[src/rtl/fud_pkg.sv]
// Shared types, character constants and hex helpers for the form-urlencoded decoder.
package fud_pkg;

    // Characters with a special meaning in the encoding.
    localparam logic [7:0] CH_PLUS    = 8'h2B;
    localparam logic [7:0] CH_PERCENT = 8'h25;
    localparam logic [7:0] CH_SPACE   = 8'h20;
    localparam logic [7:0] CH_0       = 8'h30;
    localparam logic [7:0] CH_9       = 8'h39;
    localparam logic [7:0] CH_LA      = 8'h61;
    localparam logic [7:0] CH_LF      = 8'h66;
    localparam logic [7:0] CH_UA      = 8'h41;
    localparam logic [7:0] CH_UF      = 8'h46;

    // Escape progress: nothing held, percent sign held, percent sign and one digit held.
    typedef enum logic [1:0] {
        PH_NONE  = 2'd0,
        PH_PCT   = 2'd1,
        PH_DIGIT = 2'd2
    } phase_t;

    // Everything one input byte produces: up to three bytes and the new escape state.
    typedef struct packed {
        logic [1:0] cnt;
        logic [7:0] b0;
        logic [7:0] b1;
        logic [7:0] b2;
        phase_t     phase;
        logic [7:0] held;
    } fud_dec_t;

    function automatic logic is_hex(input logic [7:0] c);
        return ((c >= CH_0) && (c <= CH_9)) || ((c >= CH_LA) && (c <= CH_LF)) ||
               ((c >= CH_UA) && (c <= CH_UF));
    endfunction

    // Digits carry their value in the low nibble; letters of either case are offset by nine.
    function automatic logic [3:0] hex_value(input logic [7:0] c);
        logic [3:0] v;
        if ((c >= CH_0) && (c <= CH_9)) begin
            v = c[3:0];
        end else if (((c >= CH_LA) && (c <= CH_LF)) || ((c >= CH_UA) && (c <= CH_UF))) begin
            v = c[3:0] + 4'd9;
        end else begin
            v = 4'd0;
        end
        return v;
    endfunction

endpackage

[src/rtl/fud_decode.sv]
// Combinational decode of one byte against the held escape state.
module fud_decode
    import fud_pkg::*;
(
    input  phase_t     phase_i,
    input  logic [7:0] held_i,
    input  logic [7:0] byte_i,
    input  logic       end_i,
    output fud_dec_t   dec_o
);

    logic       f_pct;
    logic       f_emit;
    logic [7:0] f_byte;
    phase_t     f_phase;
    logic       cur_hex;

    // Handling of a byte with no escape pending.
    always_comb begin
        f_pct   = (byte_i == CH_PERCENT);
        f_emit  = !f_pct || end_i;
        f_byte  = f_pct ? CH_PERCENT : ((byte_i == CH_PLUS) ? CH_SPACE : byte_i);
        f_phase = (f_pct && !end_i) ? PH_PCT : PH_NONE;
        cur_hex = is_hex(byte_i);
    end

    // Combine the held escape with the current byte.
    always_comb begin
        dec_o.cnt   = {1'b0, f_emit};
        dec_o.b0    = f_byte;
        dec_o.b1    = f_byte;
        dec_o.b2    = f_byte;
        dec_o.phase = f_phase;
        dec_o.held  = held_i;
        case (phase_i)
            PH_PCT: begin
                dec_o.b0 = CH_PERCENT;
                if (cur_hex && end_i) begin
                    dec_o.cnt   = 2'd2;
                    dec_o.b1    = byte_i;
                    dec_o.phase = PH_NONE;
                end else if (cur_hex) begin
                    dec_o.cnt   = 2'd0;
                    dec_o.held  = byte_i;
                    dec_o.phase = PH_DIGIT;
                end else begin
                    dec_o.cnt = 2'd1 + {1'b0, f_emit};
                end
            end
            PH_DIGIT: begin
                if (cur_hex) begin
                    dec_o.cnt   = 2'd1;
                    dec_o.b0    = {hex_value(held_i), hex_value(byte_i)};
                    dec_o.phase = PH_NONE;
                end else begin
                    dec_o.cnt = 2'd2 + {1'b0, f_emit};
                    dec_o.b0  = CH_PERCENT;
                    dec_o.b1  = held_i;
                end
            end
            default: begin
                dec_o.cnt = {1'b0, f_emit};
            end
        endcase
    end

endmodule

[src/rtl/form_urlencoded_decoder_unit.sv]
// Top level of the form-urlencoded decoder: input register, decode and result buffer.
// Decodes a form-urlencoded token one byte per beat: '+' becomes a space, '%' with two hex
// digits becomes the encoded byte, and a broken escape passes through verbatim. A beat with
// s_token_end set flushes any held escape bytes. Each input beat gives zero to three result
// beats; m_run_last marks the last of each run and m_token_last the last of a token. Bytes
// pass an input register and a three-entry result buffer before they appear as results. The
// block takes one input beat per cycle as long as each byte yields at most one result and
// m_ready is high; a byte that yields two or three results holds the input until its run is
// down to its last beat, as the result buffer sends one beat per cycle while m_ready is high.
module form_urlencoded_decoder_unit
    import fud_pkg::*;
(
    input  logic       aclk,
    input  logic       aresetn,
    input  logic       s_valid,
    output logic       s_ready,
    input  logic [7:0] s_in_byte,
    input  logic       s_token_end,
    output logic       m_valid,
    input  logic       m_ready,
    output logic [7:0] m_out_byte,
    output logic       m_run_last,
    output logic       m_token_last
);

    logic       in_valid_reg;
    logic [7:0] in_byte_reg;
    logic       in_end_reg;
    phase_t     phase_reg;
    logic [7:0] held_reg;
    logic [1:0] run_cnt_reg;
    logic [7:0] run_b0_reg;
    logic [7:0] run_b1_reg;
    logic [7:0] run_b2_reg;
    logic       run_end_reg;

    fud_dec_t   dec;
    logic       decode_take;
    logic       m_beat;

    fud_decode u_decode (
        .phase_i (phase_reg),
        .held_i  (held_reg),
        .byte_i  (in_byte_reg),
        .end_i   (in_end_reg),
        .dec_o   (dec)
    );

    // The buffered byte moves on once the result buffer is empty or sends its last beat now.
    assign m_beat      = m_valid && m_ready;
    assign decode_take = in_valid_reg &&
                         ((run_cnt_reg == 2'd0) || ((run_cnt_reg == 2'd1) && m_ready));
    assign s_ready     = !in_valid_reg || decode_take;

    // Input register.
    always_ff @(posedge aclk) begin
        if (!aresetn) begin
            in_valid_reg <= 1'b0;
        end else if (s_ready) begin
            in_valid_reg <= s_valid;
        end
    end

    always_ff @(posedge aclk) begin
        if (s_valid && s_ready) begin
            in_byte_reg <= s_in_byte;
            in_end_reg  <= s_token_end;
        end
    end

    // Escape state advances with each decoded byte.
    always_ff @(posedge aclk) begin
        if (!aresetn) begin
            phase_reg <= PH_NONE;
            held_reg  <= 8'd0;
        end else if (decode_take) begin
            phase_reg <= dec.phase;
            held_reg  <= dec.held;
        end
    end

    // Result buffer: loaded with a whole run, then shifted out one beat at a time.
    always_ff @(posedge aclk) begin
        if (!aresetn) begin
            run_cnt_reg <= 2'd0;
        end else if (decode_take) begin
            run_cnt_reg <= dec.cnt;
        end else if (m_beat) begin
            run_cnt_reg <= run_cnt_reg - 2'd1;
        end
    end

    always_ff @(posedge aclk) begin
        if (decode_take) begin
            run_b0_reg  <= dec.b0;
            run_b1_reg  <= dec.b1;
            run_b2_reg  <= dec.b2;
            run_end_reg <= in_end_reg;
        end else if (m_beat) begin
            run_b0_reg <= run_b1_reg;
            run_b1_reg <= run_b2_reg;
        end
    end

    assign m_valid      = (run_cnt_reg != 2'd0);
    assign m_out_byte   = run_b0_reg;
    assign m_run_last   = (run_cnt_reg == 2'd1);
    assign m_token_last = (run_cnt_reg == 2'd1) && run_end_reg;

    // A run of two or more results blocks the next decode.
    a_multi_blocks: assert property (@(posedge aclk) disable iff (!aresetn)
        (run_cnt_reg > 2'd1) |-> !decode_take)
        else $error("decode taken while a multi-beat run is pending");

    // A byte that ends a token leaves no escape held.
    a_end_clears: assert property (@(posedge aclk) disable iff (!aresetn)
        (decode_take && in_end_reg) |=> (phase_reg == PH_NONE))
        else $error("escape still held after token end");

    // A token end always produces at least one result.
    a_end_emits: assert property (@(posedge aclk) disable iff (!aresetn)
        (decode_take && in_end_reg) |=> (m_valid && run_end_reg))
        else $error("token end gave no result");

    // A buffered byte that is not taken stays put.
    a_in_hold: assert property (@(posedge aclk) disable iff (!aresetn)
        (in_valid_reg && !decode_take) |=> (in_valid_reg && $stable(in_byte_reg)))
        else $error("input register changed while waiting");

    // Without a new decode, a sent beat shortens the run by one.
    a_drain: assert property (@(posedge aclk) disable iff (!aresetn)
        (m_beat && !decode_take) |=> (run_cnt_reg == $past(run_cnt_reg) - 2'd1))
        else $error("result buffer count out of step");

endmodule

[config.mk]
export PLATFORM = sky130hd
export DESIGN_NAME = form_urlencoded_decoder_unit
export DESIGN_NICKNAME = d
export VERILOG_FILES = /design/src/rtl/fud_pkg.sv /design/src/rtl/fud_decode.sv /design/src/rtl/form_urlencoded_decoder_unit.sv
export SDC_FILE = /design/constraint.sdc
export NUM_CORES = 1
export LEC_CHECK = 0
export BUFFER_PORTS_ARGS = -buffer_cell sky130_fd_sc_hd__buf_2
export CAP_MARGIN = 15
export CORE_MARGIN = 4
export CORE_UTILIZATION = 50
export CTS_CLUSTER_DIAMETER = 40
export DETAILED_ROUTE_END_ITERATION = 8
export MAX_ROUTING_LAYER = met4
export PLACE_DENSITY = 0.67
export SYNTH_ARGS = -nofsm -noshare
export SYNTH_HDL_FRONTEND = slang
export SYNTH_HIERARCHICAL = 1
export SYNTH_SLANG_ARGS = --single-unit
export TNS_END_PERCENT = 5
[constraint.sdc]
create_clock -name aclk -period 5.7 [get_ports aclk]
set_input_delay 0.57 -clock aclk [delete_from_list [all_inputs] [get_ports aclk]]
set_output_delay 0.57 -clock aclk [all_outputs]
set_load 0.02 [all_outputs]
==> flow_summary.yaml <==
route:
  drc_errors: 0
  detail_route.wirelength_mm: 6.16
  route.detailed.vias_per_inst: 6.01
  dr.pass1.iters: 5
  route.detailed.wl_per_inst_um: 17.7
  antenna_left: 0
  vias: 2091
  drt-initial-drc-count: 177
final_layout:
  synthToLayoutAreaGrowth_pct: 7.21
  filler_cells_inserted: 480
  layout.cells.most_common: "sky130_fd_sc_hd__edfxtp_1"
  multi_input_area_um2: 1280
  insertedDiodeCount: 0
  final_net_count: 300
  final_non_filler_cells: 348
  drive_gt1_share_pct: 20.9
  regArea_um2: 1280
  final_cell_mix: "sky130_fd_sc_hd__edfxtp_1 (34), sky130_fd_sc_hd__buf_2 (24), sky130_fd_sc_hd__nand2_1 (23), sky130_fd_sc_hd__o21ai_0 (23), sky130_fd_sc_hd__a21oi_1 (22)"
  finalInstanceArea_um2: 2920
timing:
  layout_min_cycle_time_ns: 2.76
  timing_hold_violations_final: 0
  skew_ns: 0.00555
  timing.final.setup_violations: 0
  top_achievable_clock_speed_ghz: 0.363
  rsz0062_at_grt: "no"
  slew_viol_final: 0
  finalWorstSetupSlack_ns: 2.94
  actual_transition_at_the_worst_max_transition_pin_ns: 0.636
  layout_worst_path_cycle_share_pct: 48.4
  relSlewSlack_pct: 57.5
  tns_ns: 0
logic_synthesis:
  synth.area.top_cells: "sky130_fd_sc_hd__edfxtp_1 (37%), sky130_fd_sc_hd__dfxtp_1 (9.6%), sky130_fd_sc_hd__mux2_2 (5.0%)"
  postSynth.topFlopCell: "sky130_fd_sc_hd__edfxtp_1"
  synth.top_cell.area_share_pct: 37.5
  ys_seq_elements: 47
  synth_edf_count: 34
  yosys.cell_types.count: 53
  yosysSeqAreaShare_pct: 47.0
  mappedNetlistNets: 286
  yosys.area.top_type: "sky130_fd_sc_hd__edfxtp_1"
  post_synth_instance_area_um2: 2730
  ys_async_sr_fraction_pct: 0
  synth.yosys.warnings: 6
  netlist_instances: 263
  synth_area_per_cell_um2: 10.4
setup_path:
  timing.critical_path.from_type: "flop"
  critical_path.reg2reg.endpoint: "run_b1_reg[0]"
  cp_data_required_time_ns: 5.76
  reg2reg_setup_slack_ns: 2.94
  r2r_worst_path_depth: 8
  critPathArrivalTime_ns: 2.81
  path_class: "reg2reg"
  end_kind: "flop"
  reg2reg_from: "in_byte_reg[0]"
  path_max_fanout: 10
clock_tree:
  ctsLongestPathBuffers: 2
  cts.reportedPaths.clkPinSlew_ns: 0.08
  clock_buffers_created_by_tritoncts: 5
  hold_buffers: 0
  cts.repair_timing.setup_buffer_count: 0
  cts-htree-levels: 2
  clock-sinks: 47
  worst_skew_pair.late_latency_ns: 0.30
  tritoncts: "built"
  ctsRootBufferMaster: "sky130_fd_sc_hd__clkbuf_8"
  cts-resized-gates: 0
hold_path:
  worst_hold_path_type: "in2reg"
  hold_path_startpoint: "s_in_byte[1]"
  whs_path_depth: 1
  worstHoldEndpoint: "in_byte_reg[1]"
global_routing:
  global_route_wire_length_before_repair_mm: 10.2
  grt_util_all_layers_pct: 20.7
  gr-total-overflow: 0
  initial_antenna_violation_count: 0
  grt_start_max_net_pins: 21
  first_global_vias: 2060
die:
  std_cell_rows: 26
  fp.dieW_um: 81.8
  die-area_um2: 6700
  core_area_um2: 5200
  initial_core_util_pct: 52.4
  floorplan.die.height_um: 81.8
  ios: 25
power_and_ir_drop:
  combPwrFrac_pct: 23.7
  swShare_pct: 30.2
  power_switching_uw: 251
  cellPowerDensity_nw_per_um2: 285
  peakVddDrop_uv: 118
  power_frac_seq_pct: 53.6
  post-layout-total-power_uw: 831
  power_leakage_uw: 0.00110
  internal-power_uw: 581
  power.clock.fraction_pct: 22.7
place:
  port_buffers: 24
  dp_hpwl_mm: 4.52
  gp_routability_congestion: 0.935
  inst_count_dp: 340
  placedInstanceArea_um2: 2840
  preCtsSetupSlack_ns: 3.01
run:
  drv.max_cap_violation_count: 0
status:
  run_status: "finished clean"
-- area by class of cell --
cell class	instances	area share (%)
tap	70	3.00
clock buffer	6	2.48
sequential	47	43.9
inverter	18	2.31
multi-input combinational	181	44.0
timing repair buffer	24	4.11
clock inverter	2	0.257
-- per-layer routing --
layer  global-route usage (%)  wire length (µm)
met4                     9.97               191
met2                     32.4              2880
met3                     4.28               359
met1                     25.6              2730
met5                        -                 0
-- Yosys cell counts (2+ instances only) --
cell                       count
sky130_fd_sc_hd__edfxtp_1     34
sky130_fd_sc_hd__nand2_1      23
sky130_fd_sc_hd__o21ai_0      23
sky130_fd_sc_hd__a21oi_1      22
sky130_fd_sc_hd__inv_1        17
sky130_fd_sc_hd__dfxtp_1      13
sky130_fd_sc_hd__nand3_1      13
sky130_fd_sc_hd__mux2_2       12
sky130_fd_sc_hd__clkbuf_1     10
sky130_fd_sc_hd__ha_1         10
sky130_fd_sc_hd__nor2_1       10
sky130_fd_sc_hd__mux2_4        8
sky130_fd_sc_hd__a31oi_1       5
sky130_fd_sc_hd__mux2i_1       4
sky130_fd_sc_hd__and2_1        3
sky130_fd_sc_hd__buf_6         3
sky130_fd_sc_hd__xnor2_1       3
sky130_fd_sc_hd__a21oi_2       2
sky130_fd_sc_hd__a221oi_1      2
sky130_fd_sc_hd__a22o_1        2
sky130_fd_sc_hd__a311oi_1      2
sky130_fd_sc_hd__buf_2         2
sky130_fd_sc_hd__clkbuf_2      2
sky130_fd_sc_hd__nor2b_1       2
sky130_fd_sc_hd__nor4_1        2
sky130_fd_sc_hd__nor4b_1       2
sky130_fd_sc_hd__o211ai_1      2
sky130_fd_sc_hd__o21ai_1       2
sky130_fd_sc_hd__o21bai_1      2
sky130_fd_sc_hd__o22ai_1       2
sky130_fd_sc_hd__o32ai_1       2
-- power by group through the flow --
stage / combinational, µW / clock, µW / sequential (µW)
floorplan: 145 / 0 / 458
global placement: 196 / 0 / 453
detailed placement: 197 / 0 / 454
CTS: 198 / 195 / 446
global route: 217 / 209 / 451
finish: 197 / 189 / 445
-- critical path, cell delays in order (launching register included) --
cell                       delay (ns)
sky130_fd_sc_hd__edfxtp_1        0.53
sky130_fd_sc_hd__inv_1           0.16
sky130_fd_sc_hd__ha_1            0.17
sky130_fd_sc_hd__or3b_1          0.36
sky130_fd_sc_hd__and4_1          0.31
sky130_fd_sc_hd__o21ai_0         0.34
sky130_fd_sc_hd__mux2i_1         0.26
sky130_fd_sc_hd__o21ai_0         0.10
sky130_fd_sc_hd__mux2_2          0.27
-- how the worst max path moves through the flow --
| stage | depth (start not counted) | to | start | slack, ns |
|---|---|---|---|---|
| 4_1_cts | 8 | run_b1_reg[0] | in_byte_reg[0] | 2.98 |
| 3_5_place_dp | 8 | run_b1_reg[0] | in_byte_reg[0] | 3.01 |
| 6_report | 8 | run_b1_reg[0] | in_byte_reg[0] | 2.94 |
| 5_1_grt | 8 | run_b1_reg[0] | in_byte_reg[0] | 2.80 |
| 2_1_floorplan | 8 | run_b1_reg[0] | in_byte_reg[0] | 3.25 |
| 3_3_place_gp | 8 | run_b1_reg[0] | in_byte_reg[0] | 3.09 |
-- cells by family after synthesis --
group,Yosys count,share of synthesized area [%]
AND/OR/NAND/NOR,66,12.7
adder cells (fa/ha/maj),10,4.59
XOR/XNOR,3,0.964
flip-flops,47,47.0
buffers and inverters,35,5.83
multiplexers,24,10.8
AO/OA/AOI/OAI,78,18.1
-- per-stage QoR --
step / hold slack (ns) / util (%)
floorplan: 0.470 / -
global placement: 0.484 / 54.6
detailed placement: 0.497 / 54.6
CTS: 0.433 / 56.1
global route: 0.423 / 56.1
finish: 0.440 / 56.1
(Power assumes the default switching activity.)
